## config.mk

```make
export PLATFORM = sky130hd
export DESIGN_NAME = terminal_line_discipline_core
export DESIGN_NICKNAME = d
export VERILOG_FILES = /design/src/tld_pkg.sv /design/src/tld_front.sv /design/src/tld_queue.sv /design/src/tld_back.sv /design/src/terminal_line_discipline_core.sv
export SDC_FILE = /design/constraint.sdc
export NUM_CORES = 1
export LEC_CHECK = 0
export BUFFER_PORTS_ARGS = -buffer_cell sky130_fd_sc_hd__buf_2
export CAP_MARGIN = 20
export CELL_PAD_IN_SITES_DETAIL_PLACEMENT = 0
export CELL_PAD_IN_SITES_GLOBAL_PLACEMENT = 1
export CORE_MARGIN = 10
export CORE_UTILIZATION = 53
export DETAILED_ROUTE_END_ITERATION = 6
export PLACE_DENSITY = 0.85
export SLEW_MARGIN = 20
export SYNTH_ARGS = -nofsm -noshare
export SYNTH_HDL_FRONTEND = slang
export SYNTH_HIERARCHICAL = 1
export SYNTH_SLANG_ARGS = --single-unit
export TNS_END_PERCENT = 30
```

## constraint.sdc

```tcl
create_clock -name clk -period 3.75 [get_ports clk]
set_input_delay 0.375 -clock clk [delete_from_list [all_inputs] [get_ports clk]]
set_output_delay 0.375 -clock clk [all_outputs]
set_load 0.01 [all_outputs]
```

## src/tld_pkg.sv

```systemverilog
// Types and constants shared by the terminal line discipline blocks.
// No dependencies; every other file in src uses this package.
`timescale 1ns / 1ps

package tld_pkg;

    localparam int BYTE_W = 8;
    localparam int LEN_W  = 6;

    // Character codes
    localparam logic [BYTE_W-1:0] CH_DEL = 8'h7f;
    localparam logic [BYTE_W-1:0] CH_BS  = 8'h08;
    localparam logic [BYTE_W-1:0] CH_CR  = 8'h0d;
    localparam logic [BYTE_W-1:0] CH_LF  = 8'h0a;
    localparam logic [BYTE_W-1:0] CH_SP  = 8'h20;

    // Request kinds and result channels
    localparam logic KIND_RX = 1'b0;
    localparam logic KIND_TX = 1'b1;
    localparam logic CHANNEL_TERM = 1'b0;
    localparam logic CHANNEL_LINE = 1'b1;

    // Line length limit after reset
    localparam logic [LEN_W-1:0] MAX_LEN_RESET = 6'd32;

    typedef struct packed {
        logic              kind;
        logic [BYTE_W-1:0] data_in;
    } item_t;

    typedef struct packed {
        logic              channel;
        logic [BYTE_W-1:0] data_out;
        logic              last;
        logic [LEN_W-1:0]  line_length;
    } result_t;

    // Echo sequences the back end knows how to play
    typedef enum logic [1:0] {
        OP_ECHO,
        OP_CRLF,
        OP_RUBOUT
    } op_t;

    // One queued command from front to back
    typedef struct packed {
        op_t               op;
        logic [BYTE_W-1:0] data;
        logic              deliver;
        logic [LEN_W-1:0]  len;
    } cmd_t;

    typedef enum logic [1:0] {
        BK_IDLE,
        BK_ECHO,
        BK_LINE
    } back_state_t;

endpackage

```

## src/tld_front.sv

```systemverilog
// Front end: accepts requests, edits the line store and fill count,
// and queues echo/delivery commands. Depends on tld_pkg.
`timescale 1ns / 1ps

module tld_front #(
    parameter int LINE_MAX = 32
) (
    input  logic                      clk,
    input  logic                      rst_n,
    input  logic                      item_valid,
    output logic                      item_stall,
    input  tld_pkg::item_t            item,
    input  logic                      cfg_we,
    input  logic [tld_pkg::LEN_W-1:0] cfg_wdata,
    input  logic                      q_full,
    output logic                      push,
    output tld_pkg::cmd_t             push_cmd,
    output logic                      wr_en,
    output logic [$clog2(LINE_MAX)-1:0] wr_addr,
    output logic [tld_pkg::BYTE_W-1:0] wr_data,
    input  logic                      line_done,
    output logic                      line_busy
);

    localparam int AW = $clog2(LINE_MAX);
    localparam int FW = $clog2(LINE_MAX + 1);

    logic [tld_pkg::LEN_W-1:0] max_len_reg;
    logic [FW-1:0]             fill_reg, fill_next;
    logic                      busy_reg, busy_next;
    logic [tld_pkg::LEN_W-1:0] limit;
    logic [FW-1:0]             fill_inc;
    logic                      accept;

    // Hold off while the queue is full or a line is being read out
    assign item_stall = q_full | busy_reg;
    assign accept     = item_valid & ~item_stall;
    assign line_busy  = busy_reg;
    assign fill_inc   = fill_reg + FW'(1);

    // Clamp the length limit to 1..LINE_MAX
    always_comb
    begin
        if (max_len_reg == '0)
        begin
            limit = tld_pkg::LEN_W'(1);
        end
        else if (max_len_reg > tld_pkg::LEN_W'(LINE_MAX))
        begin
            limit = tld_pkg::LEN_W'(LINE_MAX);
        end
        else
        begin
            limit = max_len_reg;
        end
    end

    // Classify the request and edit the line
    always_comb
    begin
        push             = 1'b0;
        push_cmd.op      = tld_pkg::OP_ECHO;
        push_cmd.data    = item.data_in;
        push_cmd.deliver = 1'b0;
        push_cmd.len     = tld_pkg::LEN_W'(fill_inc);
        wr_en            = 1'b0;
        wr_addr          = fill_reg[AW-1:0];
        wr_data          = item.data_in;
        fill_next        = fill_reg;
        busy_next        = line_done ? 1'b0 : busy_reg;

        if (accept)
        begin
            case (item.kind)
                tld_pkg::KIND_TX:
                begin
                    push = 1'b1;
                    if (item.data_in == tld_pkg::CH_LF)
                    begin
                        push_cmd.op = tld_pkg::OP_CRLF;
                    end
                end
                tld_pkg::KIND_RX:
                begin
                    if (item.data_in == tld_pkg::CH_CR || item.data_in == tld_pkg::CH_LF)
                    begin
                        // newline: store LF and hand the line over
                        push             = 1'b1;
                        push_cmd.op      = tld_pkg::OP_CRLF;
                        push_cmd.data    = tld_pkg::CH_LF;
                        push_cmd.deliver = 1'b1;
                        wr_en            = 1'b1;
                        wr_data          = tld_pkg::CH_LF;
                        fill_next        = '0;
                        busy_next        = 1'b1;
                    end
                    else if (item.data_in == tld_pkg::CH_DEL)
                    begin
                        // rubout only when there is something to remove
                        if (fill_reg != '0)
                        begin
                            push        = 1'b1;
                            push_cmd.op = tld_pkg::OP_RUBOUT;
                            fill_next   = fill_reg - FW'(1);
                        end
                    end
                    else
                    begin
                        push  = 1'b1;
                        wr_en = 1'b1;
                        if (tld_pkg::LEN_W'(fill_inc) >= limit)
                        begin
                            push_cmd.deliver = 1'b1;
                            fill_next        = '0;
                            busy_next        = 1'b1;
                        end
                        else
                        begin
                            fill_next = fill_inc;
                        end
                    end
                end
                default:
                begin
                    push = 1'b0;
                end
            endcase
        end
    end

    // Control registers
    always_ff @(posedge clk or negedge rst_n)
    begin
        if (!rst_n)
        begin
            max_len_reg <= tld_pkg::MAX_LEN_RESET;
            fill_reg    <= '0;
            busy_reg    <= 1'b0;
        end
        else
        begin
            if (cfg_we)
            begin
                max_len_reg <= cfg_wdata;
            end
            fill_reg <= fill_next;
            busy_reg <= busy_next;
        end
    end

endmodule

```

## src/tld_queue.sv

```systemverilog
// Two-entry command queue between front and back end.
// Depends on tld_pkg for the command type.
`timescale 1ns / 1ps

module tld_queue (
    input  logic          clk,
    input  logic          rst_n,
    input  logic          push,
    input  tld_pkg::cmd_t push_cmd,
    input  logic          pop,
    output tld_pkg::cmd_t head,
    output logic          full,
    output logic          empty
);

    localparam int DEPTH = 2;
    localparam int PW    = $clog2(DEPTH);
    localparam int CW    = $clog2(DEPTH + 1);

    tld_pkg::cmd_t entry_reg [DEPTH];
    logic [PW-1:0] wr_ptr_reg, rd_ptr_reg;
    logic [CW-1:0] count_reg, count_next;

    assign full  = (count_reg == CW'(DEPTH));
    assign empty = (count_reg == '0);
    assign head  = entry_reg[rd_ptr_reg];

    // Occupancy
    always_comb
    begin
        count_next = count_reg;
        if (push && !pop)
        begin
            count_next = count_reg + CW'(1);
        end
        else if (pop && !push)
        begin
            count_next = count_reg - CW'(1);
        end
    end

    // Pointers
    always_ff @(posedge clk or negedge rst_n)
    begin
        if (!rst_n)
        begin
            wr_ptr_reg <= '0;
            rd_ptr_reg <= '0;
            count_reg  <= '0;
        end
        else
        begin
            if (push)
            begin
                wr_ptr_reg <= wr_ptr_reg + PW'(1);
            end
            if (pop)
            begin
                rd_ptr_reg <= rd_ptr_reg + PW'(1);
            end
            count_reg <= count_next;
        end
    end

    // Entries
    always_ff @(posedge clk)
    begin
        if (push)
        begin
            entry_reg[wr_ptr_reg] <= push_cmd;
        end
    end

endmodule

```

## src/tld_back.sv

```systemverilog
// Back end: plays echo sequences and reads delivered lines out of the
// line store into the result register. Depends on tld_pkg.
`timescale 1ns / 1ps

module tld_back #(
    parameter int LINE_MAX = 32
) (
    input  logic                        clk,
    input  logic                        rst_n,
    input  logic                        q_empty,
    output logic                        pop,
    input  tld_pkg::cmd_t               head,
    input  logic                        wr_en,
    input  logic [$clog2(LINE_MAX)-1:0] wr_addr,
    input  logic [tld_pkg::BYTE_W-1:0]  wr_data,
    output logic                        result_valid,
    input  logic                        result_stall,
    output tld_pkg::result_t            result,
    output logic                        line_done
);

    localparam int AW = $clog2(LINE_MAX);

    tld_pkg::back_state_t       state_reg, state_next;
    tld_pkg::cmd_t              cmd_reg;
    logic [1:0]                 step_reg, step_next;
    logic [AW-1:0]              idx_reg, idx_next;
    logic [tld_pkg::BYTE_W-1:0] line_mem [LINE_MAX];
    logic [tld_pkg::BYTE_W-1:0] rd_data_reg;
    logic                       out_valid_reg, out_valid_next;
    tld_pkg::result_t           out_reg, load_item;
    logic                       load, load_ok;
    logic [tld_pkg::BYTE_W-1:0] echo_byte;
    logic                       echo_final, line_final;

    assign load_ok      = ~out_valid_reg | ~result_stall;
    assign result_valid = out_valid_reg;
    assign result       = out_reg;
    assign pop          = (state_reg == tld_pkg::BK_IDLE) & ~q_empty;
    assign line_final   = (tld_pkg::LEN_W'(idx_reg) == cmd_reg.len - tld_pkg::LEN_W'(1));

    // Echo byte for the current step
    always_comb
    begin
        echo_byte  = cmd_reg.data;
        echo_final = 1'b1;
        case (cmd_reg.op)
            tld_pkg::OP_ECHO:
            begin
                echo_byte  = cmd_reg.data;
                echo_final = 1'b1;
            end
            tld_pkg::OP_CRLF:
            begin
                echo_byte  = (step_reg == 2'd0) ? tld_pkg::CH_CR : cmd_reg.data;
                echo_final = (step_reg != 2'd0);
            end
            tld_pkg::OP_RUBOUT:
            begin
                echo_byte  = (step_reg == 2'd1) ? tld_pkg::CH_SP : tld_pkg::CH_BS;
                echo_final = (step_reg == 2'd2);
            end
            default:
            begin
                echo_byte  = cmd_reg.data;
                echo_final = 1'b1;
            end
        endcase
    end

    // Next state
    always_comb
    begin
        state_next = state_reg;
        case (state_reg)
            tld_pkg::BK_IDLE:
            begin
                if (pop)
                begin
                    state_next = tld_pkg::BK_ECHO;
                end
            end
            tld_pkg::BK_ECHO:
            begin
                if (load_ok && echo_final)
                begin
                    state_next = cmd_reg.deliver ? tld_pkg::BK_LINE : tld_pkg::BK_IDLE;
                end
            end
            tld_pkg::BK_LINE:
            begin
                if (load_ok && line_final)
                begin
                    state_next = tld_pkg::BK_IDLE;
                end
            end
            default:
            begin
                state_next = tld_pkg::BK_IDLE;
            end
        endcase
    end

    // Outputs of each state
    always_comb
    begin
        load                  = 1'b0;
        load_item.channel     = tld_pkg::CHANNEL_TERM;
        load_item.data_out    = echo_byte;
        load_item.last        = 1'b0;
        load_item.line_length = '0;
        step_next             = '0;
        idx_next              = '0;
        line_done             = 1'b0;
        case (state_reg)
            tld_pkg::BK_IDLE:
            begin
                step_next = '0;
            end
            tld_pkg::BK_ECHO:
            begin
                step_next = step_reg;
                if (load_ok)
                begin
                    load           = 1'b1;
                    load_item.last = echo_final & ~cmd_reg.deliver;
                    step_next      = step_reg + 2'd1;
                end
            end
            tld_pkg::BK_LINE:
            begin
                idx_next              = idx_reg;
                load_item.channel     = tld_pkg::CHANNEL_LINE;
                load_item.data_out    = rd_data_reg;
                load_item.last        = line_final;
                load_item.line_length = cmd_reg.len;
                if (load_ok)
                begin
                    load      = 1'b1;
                    line_done = line_final;
                    idx_next  = line_final ? '0 : idx_reg + AW'(1);
                end
            end
            default:
            begin
                step_next = '0;
            end
        endcase
        out_valid_next = load | (out_valid_reg & result_stall);
    end

    // Control registers
    always_ff @(posedge clk or negedge rst_n)
    begin
        if (!rst_n)
        begin
            state_reg     <= tld_pkg::BK_IDLE;
            step_reg      <= '0;
            idx_reg       <= '0;
            out_valid_reg <= 1'b0;
        end
        else
        begin
            state_reg     <= state_next;
            step_reg      <= step_next;
            idx_reg       <= idx_next;
            out_valid_reg <= out_valid_next;
        end
    end

    // Command and result payload
    always_ff @(posedge clk)
    begin
        if (pop)
        begin
            cmd_reg <= head;
        end
        if (load)
        begin
            out_reg <= load_item;
        end
    end

    // Line store: one write port, registered read that tracks the next index
    always_ff @(posedge clk)
    begin
        if (wr_en)
        begin
            line_mem[wr_addr] <= wr_data;
        end
        rd_data_reg <= line_mem[idx_next];
    end

endmodule

```

## src/terminal_line_discipline_core.sv

```systemverilog
// Top level of the terminal line discipline: front end, command queue
// and back end. Depends on tld_pkg, tld_front, tld_queue, tld_back.
//
// Usage:
//   Request channel (item_valid / item_stall / item): kind 0 is a byte
//   received from the terminal, kind 1 a byte to send to it.
//   Result channel (result_valid / result_stall / result): echo and
//   transmit bytes on channel 0, delivered line bytes on channel 1, with
//   last set on the final result of each request.
//   cfg_we / cfg_wdata write the maximum line length (clamped 1..LINE_MAX).
// Timing:
//   A request is taken and queued; its first result passes through the queue
//   entry and the back end's command register into the result register.
//   While result_stall is low, echo gives one byte per cycle (1 to 3) and a
//   delivered line one line byte per cycle from the single line store read port.
//   While a line is being read out, item_stall stays high.
//   A DEL on an empty line gives no result.
// Reset clears the line (fill count zero), empties the queue and sets
// the length limit to 32. While result_stall is high the result register
// holds; the queue keeps taking requests until it fills.
`timescale 1ns / 1ps

module terminal_line_discipline_core #(
    parameter int LINE_MAX = 32
) (
    input  logic                      clk,
    input  logic                      rst_n,
    input  logic                      item_valid,
    output logic                      item_stall,
    input  tld_pkg::item_t            item,
    output logic                      result_valid,
    input  logic                      result_stall,
    output tld_pkg::result_t          result,
    input  logic                      cfg_we,
    input  logic [tld_pkg::LEN_W-1:0] cfg_wdata
);

    localparam int AW = $clog2(LINE_MAX);

    logic                       q_full, q_empty, push, pop;
    tld_pkg::cmd_t              push_cmd, head;
    logic                       wr_en;
    logic [AW-1:0]              wr_addr;
    logic [tld_pkg::BYTE_W-1:0] wr_data;
    logic                       line_done, line_busy;

    // Request side
    tld_front #(
        .LINE_MAX (LINE_MAX)
    ) u_front (
        .clk        (clk),
        .rst_n      (rst_n),
        .item_valid (item_valid),
        .item_stall (item_stall),
        .item       (item),
        .cfg_we     (cfg_we),
        .cfg_wdata  (cfg_wdata),
        .q_full     (q_full),
        .push       (push),
        .push_cmd   (push_cmd),
        .wr_en      (wr_en),
        .wr_addr    (wr_addr),
        .wr_data    (wr_data),
        .line_done  (line_done),
        .line_busy  (line_busy)
    );

    // Command queue
    tld_queue u_queue (
        .clk      (clk),
        .rst_n    (rst_n),
        .push     (push),
        .push_cmd (push_cmd),
        .pop      (pop),
        .head     (head),
        .full     (q_full),
        .empty    (q_empty)
    );

    // Result side
    tld_back #(
        .LINE_MAX (LINE_MAX)
    ) u_back (
        .clk          (clk),
        .rst_n        (rst_n),
        .q_empty      (q_empty),
        .pop          (pop),
        .head         (head),
        .wr_en        (wr_en),
        .wr_addr      (wr_addr),
        .wr_data      (wr_data),
        .result_valid (result_valid),
        .result_stall (result_stall),
        .result       (result),
        .line_done    (line_done)
    );

`ifndef NO_ASSERTIONS
    // Terminal bytes carry no length
    a_term_len: assert property (@(posedge clk) disable iff (!rst_n)
        (result_valid && result.channel == tld_pkg::CHANNEL_TERM) |->
            (result.line_length == '0))
        else $error("terminal byte with non-zero length");

    // Line bytes carry a length within the store
    a_line_len: assert property (@(posedge clk) disable iff (!rst_n)
        (result_valid && result.channel == tld_pkg::CHANNEL_LINE) |->
            (result.line_length != '0 &&
             result.line_length <= tld_pkg::LEN_W'(LINE_MAX)))
        else $error("line byte with bad length");

    // A line read-out only ends while the front is holding for it
    a_done_busy: assert property (@(posedge clk) disable iff (!rst_n)
        line_done |-> line_busy)
        else $error("line read-out ended with no line pending");

    // The front never pushes into a full queue
    a_no_overflow: assert property (@(posedge clk) disable iff (!rst_n)
        push |-> !q_full)
        else $error("command queue overflow");
`endif

endmodule

```

==> impl_results.rst <==
.. list-table::
   :header-rows: 1

   * - Metric
     - Value
   * - Result of the run
     - completed
   * - Synth Area in XOR/XNOR
     - 0.0132
   * - Maximum number of pins on one net before global-route repair
     - 65
   * - Pin slew with the least headroom to its limit
     - 0.924 ns
   * - Synth Flop Type
     - edfxtp_1
   * - Post-synth net total
     - 1,068
   * - Final design utilization
     - 0.612
   * - Number of enable flip-flop cells after synthesis
     - 323
   * - Share of layout cells above drive strength 1
     - 0.210
   * - WL per Instance
     - 23.9 µm
   * - TritonCTS clock tree
     - built
   * - Kind of launch point of the worst setup path
     - flip-flop
   * - Vias in the first global route
     - 8,967
   * - Maximum net fanout on the critical path
     - 21
   * - Total of flip-flops plus latches after synthesis
     - 358
   * - Final Net Count
     - 1,146
   * - Cells on Worst Hold Path
     - 3
   * - CTS Sinks
     - 358
   * - Depth of the worst register-to-register path
     - 9
   * - Sequential element share of the synthesized area
     - 0.692
   * - Final Wtd Congestion
     - 0.900
   * - Count of final setup violators
     - 0
   * - Antenna fix cells
     - 0
   * - Area fraction in compound gates after synthesis
     - 0.108
   * - Final TNS setup
     - 0 ns
   * - Total number of vias
     - 9,188
   * - Horizontal die dimension
     - 190 µm
   * - Share of cell area taken by muxes after synthesis
     - 0.0489
   * - Endpoint kind of the worst setup timing path
     - flip-flop
   * - Total routed wirelength
     - 36.2 mm
   * - Syn Area/Cell
     - 14.8 µm²
   * - Wire length of the first global-routing pass
     - 55.0 mm
   * - IR Drop Worst-Case VDD
     - 0.369 mV
   * - Simple-gate share of the synthesized area
     - 0.0852
   * - Leakage Power
     - 6.15 nW
   * - Violation count after the first detailed-route iteration
     - 1,222
   * - Antenna-violating nets left
     - 0
   * - Max H-tree Level
     - 2
   * - Post-detail-place hpwl
     - 23.0 mm
   * - Initial antenna violation count
     - 0
   * - Part of the cycle the worst path needs
     - 0.891
   * - Power per cell area
     - 649 mW/mm²
   * - Synthesis warning total
     - 6
   * - Cell variety after synth
     - 87
   * - Clock-pin slew of the registers on the worst-case setup and hold paths
     - 0.06 ns
   * - Fin. max-slew vios
     - 0
   * - I/O pin count
     - 38
   * - Most common library cell in the layout ignoring fill and taps
     - edfxtp_1
   * - Final design instance area without fill
     - 0.0172 mm²
   * - Clock tree root driver cell
     - clkbuf_16
   * - Total gr overflow
     - 0
   * - Area of the core region
     - 0.0281 mm²
   * - Flip-flop count of the largest register, all copies and words added
     - 256
   * - Required time reported for the critical path endpoint
     - 4.14 ns
   * - Overall Global Routing Usage
     - 0.200
   * - Number of vias per cell
     - 6.07
   * - Area of the mapped netlist
     - 0.0152 mm²
   * - Max Cap Violations
     - 0
   * - Die boundary height
     - 190 µm
   * - Cell row count
     - 61
   * - DIE AREA
     - 0.0359 mm²
   * - Clock latency at the later pin of the worst-skew pair
     - 0.53 ns
   * - Final clock skew
     - 0.0250 ns
   * - Path type of the worst setup path
     - reg -> reg
   * - Worst path slowest cell
     - nor4_1
   * - Fmax
     - 0.299 GHz
   * - Most used cells in the layout excluding fill and tap cells
     - edfxtp_1 (323), nor2_1 (102), buf_4 (63)
   * - Synthesis-to-layout area growth
     - 12.9%
   * - Combinational family with the most area after synthesis
     - compound AO/OA/AOI/OAI gates
   * - Worst slew margin
     - 0.384
   * - CTS buffer count
     - 38
   * - Largest stage delay on the critical path
     - 0.53 ns
   * - Drc violations
     - 0
   * - Critical path arrival
     - 3.73 ns
   * - Starting density of the core
     - 0.542
   * - Number of cells produced by synthesis
     - 1,028
   * - Minimum period implied by the final worst setup slack
     - 3.34 ns
   * - Standard cell area after detailed placement
     - 0.0159 mm²
   * - Post-synthesis adder-cell area fraction
     - 0.0164
   * - CTS Buffer Depth
     - 3
   * - Port Buf Inserts
     - 37
   * - RSZ-0062 raised after global routing
     - no
   * - Hold/Removal Path Class
     - in -> reg
   * - CP cell instances
     - or3_4, o31ai_2, and4_4, a31o_4, clkinv_2, nand3_1, nor3_1, nor4_1, a22oi_2
   * - Buffers inserted during post-CTS setup optimization
     - 0
   * - Drt pass-1 iters
     - 7
   * - Share of synthesized flip-flops with an asynchronous set or reset
     - 0.0754
   * - Hold Fails Final Rpt
     - 0
power by group:
part	leakage [nW]	internal [mW]	switching, mW	total (mW)
clock network	0.602	2.15	1.52	3.67
registers	3.33	4.85	0.262	5.11
logic	2.22	0.861	1.50	2.36
total	6.15	7.87	3.29	11.2
cell usage after synthesis (5+ instances only):
cell type / count / share of area
mux2i_1: 44 / 0.029
and2_1: 12 / 0.0049
nor3_1: 9 / 0.0030
ha_1: 20 / 0.016
nand2b_1: 7 / 0.0029
o221a_1: 7 / 0.0052
o32ai_1: 14 / 0.0081
mux2_2: 15 / 0.011
dfxtp_1: 8 / 0.011
a221o_1: 7 / 0.0046
clkbuf_8: 6 / 0.0054
buf_2: 12 / 0.0039
mux2_4: 9 / 0.0089
clkbuf_1: 22 / 0.0054
o21ai_0: 28 / 0.0092
nor4_1: 10 / 0.0041
nand3b_1: 8 / 0.0039
buf_6: 5 / 0.0037
a22oi_1: 8 / 0.0039
nand3_1: 19 / 0.0062
o22ai_1: 29 / 0.012
edfxtp_1: 323 / 0.64
dfrtp_1: 26 / 0.043
a211oi_1: 8 / 0.0039
o221a_2: 15 / 0.011
inv_1: 24 / 0.0059
nand2_1: 59 / 0.015
buf_4: 16 / 0.0079
nor2_1: 102 / 0.025
xor2_1: 13 / 0.0075
o221ai_1: 19 / 0.011
a22oi_2: 7 / 0.0058
xnor2_1: 10 / 0.0058
a21oi_1: 22 / 0.0072
layout make-up:
| cell class | instances | area [µm²] |
|---|---|---|
| Clock buffer | 43 | 1010 |
| Timing Repair Buffer | 102 | 688 |
| Fill cell | 2128 | 10900 |
| Inverter | 28 | 106 |
| Multi-Input combinational cell | 578 | 4150 |
| Sequential cell | 358 | 10500 |
| Tap cell | 378 | 473 |
| Clock inverter | 26 | 228 |
cells by family after synthesis:
kind of cell | count (synthesis)
buffers and inverters | 92
flip-flops | 358
XOR/XNOR | 23
adder cells (fa/ha/maj) | 20
AO/OA/AOI/OAI | 207
AND/OR/NAND/NOR | 260
multiplexers | 68
what timing repair did:
action | CTS | global route
endpoints found under the hold margin | 26 | 0
hold buffers | 1 | 0
resized for setup | 0 | 0
worst max-delay path, delay by kind of cell, from the launching register on:
kind	cells	cell delay [ns]
compound gates	3	0.66
buf+inv	1	0.28
flops	1	0.47
simple gates	5	1.81
metrics by stage:
| step | hold slack (ns) | std cells | total power, mW | worst slack, ns |
|---|---|---|---|---|
| 6_report | 0.0673 | 1513 | 11.2 | 0.410 |
| 3_3_place_gp | 0.477 | 1443 | 7.48 | 0.509 |
| 3_5_place_dp | 0.472 | 1443 | 7.52 | 0.475 |
| 4_1_cts | 0.0520 | 1513 | 11.2 | 0.483 |
| 2_1_floorplan | 0.0794 | 1028 | 6.85 | 1.09 |
| 5_1_grt | 0.0779 | 1513 | 11.6 | 0.296 |
layer usage:
| metal | part of all wire | wire length, µm | track usage |
|---|---|---|---|
| met2 | 0.47 | 16900 | 0.313 |
| met4 | 0.037 | 1330 | 0.0794 |
| met5 | 0 | 0 | 0 |
| met3 | 0.070 | 2540 | 0.0314 |
| met1 | 0.43 | 15400 | 0.275 |
worst paths after layout:
| check | slack, ns | from | endpoint |
|---|---|---|---|
| max | 0.41 | u_back/cmd_reg[2] | u_back/rd_data_reg[1] |
| min | 0.07 | cfg_wdata[5] | u_front/max_len_reg[5] |
| max reg2reg | 0.41 | u_back/cmd_reg[2] | u_back/rd_data_reg[1] |
| min reg2reg | 0.48 | u_queue/wr_ptr_reg | u_queue/wr_ptr_reg |
| max in group asynchronous | 2.80 | rst_n | u_back/idx_reg[0] |
| min in group asynchronous | 0.46 | rst_n | u_front/max_len_reg[0] |
Power figures use the tool's default switching activity.
